<file path="config.mk">
export PLATFORM = sky130hd
export DESIGN_NAME = ptc_sqrt
export DESIGN_NICKNAME = d
export VERILOG_FILES = /design/src/ptc_pkg.sv /design/src/ptc_sqrt.sv
export SDC_FILE = /design/constraint.sdc
export NUM_CORES = 2
export LEC_CHECK = 0
export BUFFER_PORTS_ARGS = -buffer_cell sky130_fd_sc_hd__buf_2
export CORE_MARGIN = 2
export CORE_UTILIZATION = 52
export CTS_BUF_LIST = sky130_fd_sc_hd__clkbuf_16
export CTS_CLUSTER_DIAMETER = 80
export DETAILED_ROUTE_END_ITERATION = 12
export PLACE_DENSITY = 0.68
export SYNTH_ARGS = -nofsm -noshare
export SYNTH_HDL_FRONTEND = slang
export SYNTH_SLANG_ARGS = --single-unit
</file>
<file path="constraint.sdc">
create_clock -name clk -period 12.5 [get_ports clk]
set_input_delay 3.75 -clock clk [delete_from_list [all_inputs] [get_ports clk]]
set_output_delay 3.75 -clock clk [all_outputs]
set_load 0.1 [all_outputs]
</file>
<file path="src/ptc_pkg.sv">
`timescale 1ns / 1ps

package ptc_pkg;

    // Port field widths
    localparam int SIDE_W = 14;
    localparam int MED_W  = 14;
    localparam int AREA_W = 27;

    // Defaults for the top level parameters
    localparam int SIDE_BITS_DEF  = 14;
    localparam int SQRT_STEPS_DEF = 2;

    typedef struct packed {
        logic [SIDE_W-1:0] side_a;
        logic [SIDE_W-1:0] side_b;
        logic [SIDE_W-1:0] side_c;
    } sides_t;

    typedef struct packed {
        logic              perfect;
        logic              medians_integral;
        logic              area_integral;
        logic [AREA_W-1:0] area;
        logic [MED_W-1:0]  median_a;
        logic [MED_W-1:0]  median_b;
        logic [MED_W-1:0]  median_c;
    } result_t;

endpackage

</file>
<file path="src/ptc_sqrt.sv">
`timescale 1ns / 1ps

// Pipelined digit-by-digit integer square root, STEPS root bits per stage.
module ptc_sqrt
    import ptc_pkg::*;
#(
    parameter int ROOT_W = 27,
    parameter int STEPS  = SQRT_STEPS_DEF
)
(
    input  logic                  clk,
    input  logic                  en,
    input  logic [2*ROOT_W-1:0]   rad,
    output logic [ROOT_W-1:0]     root,
    output logic                  exact
);

    localparam int NSTG   = (ROOT_W + STEPS - 1) / STEPS;
    localparam int PAD_W  = NSTG * STEPS;
    localparam int RADP_W = 2 * PAD_W;
    localparam int REM_W  = PAD_W + 2;

    logic [RADP_W-1:0] rad_reg  [NSTG];
    logic [REM_W-1:0]  rem_reg  [NSTG];
    logic [PAD_W-1:0]  root_reg [NSTG];

    genvar s;
    generate
        for (s = 0; s < NSTG; s++) begin : g_stg
            logic [RADP_W-1:0] rad_in;
            logic [REM_W-1:0]  rem_in;
            logic [PAD_W-1:0]  root_in;
            logic [RADP_W-1:0] rad_next;
            logic [REM_W-1:0]  rem_next;
            logic [PAD_W-1:0]  root_next;

            if (s == 0) begin : g_first
                assign rad_in  = RADP_W'(rad);
                assign rem_in  = '0;
                assign root_in = '0;
            end
            else begin : g_rest
                assign rad_in  = rad_reg[s-1];
                assign rem_in  = rem_reg[s-1];
                assign root_in = root_reg[s-1];
            end

            always_comb
            begin
                logic [REM_W-1:0] trial;
                rad_next  = rad_in;
                rem_next  = rem_in;
                root_next = root_in;
                for (int j = 0; j < STEPS; j++) begin
                    // bring down the next pair of radicand bits
                    rem_next = {rem_next[REM_W-3:0], rad_next[RADP_W-1 -: 2]};
                    rad_next = rad_next << 2;
                    trial    = {root_next, 2'b01};
                    if (rem_next >= trial) begin
                        rem_next  = rem_next - trial;
                        root_next = {root_next[PAD_W-2:0], 1'b1};
                    end
                    else begin
                        root_next = {root_next[PAD_W-2:0], 1'b0};
                    end
                end
            end

            always_ff @(posedge clk)
            begin
                if (en) begin
                    rad_reg[s]  <= rad_next;
                    rem_reg[s]  <= rem_next;
                    root_reg[s] <= root_next;
                end
            end
        end
    endgenerate

    assign root  = root_reg[NSTG-1][ROOT_W-1:0];
    assign exact = (rem_reg[NSTG-1] == '0);

endmodule

</file>
==> results.json <==
{
  "status": "finished clean",
  "crit_path_start_kind": "register",
  "vias_per_cell": 6.07,
  "yosysSeqAreaShare_pct": 45.7,
  "syn-instance-count": 6018,
  "syn_area_um2": 61100,
  "nFillCells": 10136,
  "top_layer": "met5",
  "ys_ff_latch": 929,
  "final_core_util_pct": 57.1,
  "cts_resized": 0,
  "rows": 125,
  "ir_worst_vdd_v": 0.000133,
  "post_cts_buffers": 0,
  "synth-edff-count": 929,
  "final_cells": 7678,
  "crit_family": "compound AO/OA/AOI/OAI gates",
  "die_w_um": 347,
  "firstDrtPassIters": 6,
  "cts_root_buffer": "clkbuf_16",
  "hold_viol_final": 0,
  "powerDensity_nw_per_um2": 216,
  "grt_first_pass_wirelength_um": 244000,
  "placedCellCount": 7488,
  "route.met2.wl_um": 75800,
  "cp.required_ps": 12950,
  "wl_um": 156000,
  "met3WireLength_um": 7080,
  "path_max_fanout": 30,
  "yosysMostFrequentCell": "edfxtp_1",
  "drt_iter0_drc": 3887,
  "antenna_cells": 0,
  "hold_class": "register to register",
  "p_leak_uw": 0.0258,
  "rsz0062_at_grt": "no",
  "max_freq_ghz": 0.133,
  "ys_types": 120,
  "synth_top_area_cell": "edfxtp_1",
  "holdBufCountCts": 0,
  "io_buffers": 83,
  "largest_register_ffs": 369,
  "wl_per_cell_um": 20.3,
  "critPathKind": "register to register",
  "grt_max_degree": 185,
  "period_minus_slack_ps": 7520,
  "drv_slew": 0,
  "cp-end-kind": "register",
  "cpPeakStageDelay_ps": 960,
  "final_cell_area_um2": 66500,
  "crit_path_cell_trace": "inv_1, ha_1, and2_1, a221oi_1, a21oi_1, o21ai_1, nand2_1, inv_2, nand2_1, nand2_1, ha_1, a21oi_1, o21ai_0, o41ai_1, o211ai_1, a22o_1, a21oi_1, o311ai_0, nor4_1, nand3_1, mux2_2",
  "place_area_um2": 62900,
  "grt_pass1_vias": 44221,
  "slowest_stage": "nand3_1",
  "start_util_pct": 52.5,
  "area_growth_pct": 8.87,
  "yosys_warnings": 0,
  "drc": 0,
  "cts_tree": "built",
  "cts.sinks": 929,
  "setup_violations": 0,
  "die_h_um": 347,
  "grt-ovfl-total": 0,
  "tns_ps": 0,
  "fin_skew_ps": 33.3,
  "arrival_ps": 7970,
  "hpwl_um": 119000,
  "worst_pin_slew_ps": 1270,
  "drive_gt1_share_pct": 7.86,
  "clock_path_buffers": 3,
  "via_count": 46589,
  "yosys-top-cells-area": "edfxtp_1 (46%), ha_1 (8.4%), xnor2_1 (4.6%), a21oi_1 (3.7%), nand2_1 (3.1%)",
  "async_flop_share_pct": 0,
  "antenna_found_initial": 6,
  "coreArea_um2": 116000,
  "ant_nets": 0,
  "die-area_um2": 120000,
  "relSlewSlack_pct": 13.0,
  "cap_violations": 0,
  "layout.nets": 6532,
  "synth_top_cells_by_count": "edfxtp_1 (929), nand2_1 (511), a21oi_1 (454)",
  "cts_buffers": 101,
  "num_io_pins": 84,
  "clkLatencyLatePin_ps": 730,
  "critPathBufInv": 2,
  "met1_length_um": 67100,
  "syn_avg_cell_area_um2": 10.1,
  "path_clk_slew_ps": 60,
  "synth_top_area_share_pct": 45.7,
  "grtUsageTotal_pct": 25.4,
  "fin_crit_sh_pct": 60.2,
  "cts_max_level": 3,
  "synth_nets": 6483,
  "gp_congestion": 0.934,
  "synth_flop_cell": "edfxtp_1"
}
## routing by layer
metal,up-vias,track usage (%)
met4,2,9.22
met1,22342,32.9
li1,22594,-
met5,-,0
met3,300,3.17
met2,1351,43.8
## worst register-to-register path, delay by kind of cell, from the launching register on
kind                     cells  cell delay, ps
multiplexers                 1             640
adder cells (fa/ha/maj)      2             600
buffers and inverters        2             640
flip-flops                   1             390
AO/OA/AOI/OAI               10            2730
AND/OR/NAND/NOR              6            2270
## cells by family after synthesis
family | after synthesis | synth area share, %
multiplexers | 114 | 2.07
AND/OR/NAND/NOR | 1956 | 16.5
adder cells (fa/ha/maj) | 409 | 8.38
XOR/XNOR | 528 | 7.59
AO/OA/AOI/OAI | 1554 | 16.3
flip-flops | 929 | 45.7
other | 1 | 0.00614
buffers and inverters | 527 | 3.44
## cell type report
| class | count | area, µm² | area share, % |
|---|---|---|---|
| Multi-Input combinational cell | 4562 | 31100 | 46.7 |
| Clock buffer | 103 | 2580 | 3.88 |
| Timing Repair Buffer | 102 | 618 | 0.930 |
| Clock inverter | 87 | 1010 | 1.51 |
| Sequential cell | 929 | 27900 | 42.0 |
| Inverter | 371 | 1400 | 2.10 |
| Tap cell | 1524 | 1910 | 2.87 |
## report_power, final
| group | total (µW) | switching, µW | leakage [µW] | internal (µW) |
|---|---|---|---|---|
| sequential | 4670 | 420 | 0.00890 | 4250 |
| combinational | 6520 | 3880 | 0.0151 | 2640 |
| clock | 3190 | 1280 | 0.00180 | 1900 |
| total | 14400 | 5580 | 0.0258 | 8790 |
## layout by cell type (no fill, tap or decap), drive strengths merged, types with 22 or more instances in the layout
cell type  synthesis  final
edfxtp           929    929
nand2            513    513
a21oi            458    458
nor2             451    451
ha               409    409
inv              369    391
o21ai            352    352
xnor2            322    322
xor2             206    206
a21o             170    170
nor3             168    168
nand3            133    133
clkbuf            98    103
buf               58    102
nor4              93     93
mux2              87     87
nand4             86     86
nand2b            78     78
or3               76     76
o21a              70     70
nor2b             63     63
o31ai             60     60
a211oi            60     60
a31oi             57     57
and3              50     50
o211ai            50     50
o21bai            49     49
and2              49     49
or4               48     48
clkinv             2     41
or2               33     33
mux2i             27     27
nand3b            22     22
## worst paths after layout
check | cells past startpoint | endpoint | slack (ps) | startpoint
max reg2reg | 21 | rem_reg[0][223] | 4980 | root_reg[0][171]
min reg2reg | 0 | rad_reg[0][204] | 400 | rad_reg[0][148]
max | 21 | rem_reg[0][223] | 4980 | root_reg[0][171]
min | 0 | rad_reg[0][204] | 400 | rad_reg[0][148]
## through the flow
| step | setup WS [ps] | hold WS, ps | power, µW |
|---|---|---|---|
| after floorplan | 6760 | 400 | 9490 |
| after global placement | 5070 | 401 | 11100 |
| after detailed placement | 5090 | 405 | 11100 |
| after CTS | 5050 | 407 | 14400 |
| after global routing | 4350 | 410 | 15300 |
| final | 4980 | 400 | 14400 |
No activity file was read; power rests on OpenSTA's default activity.
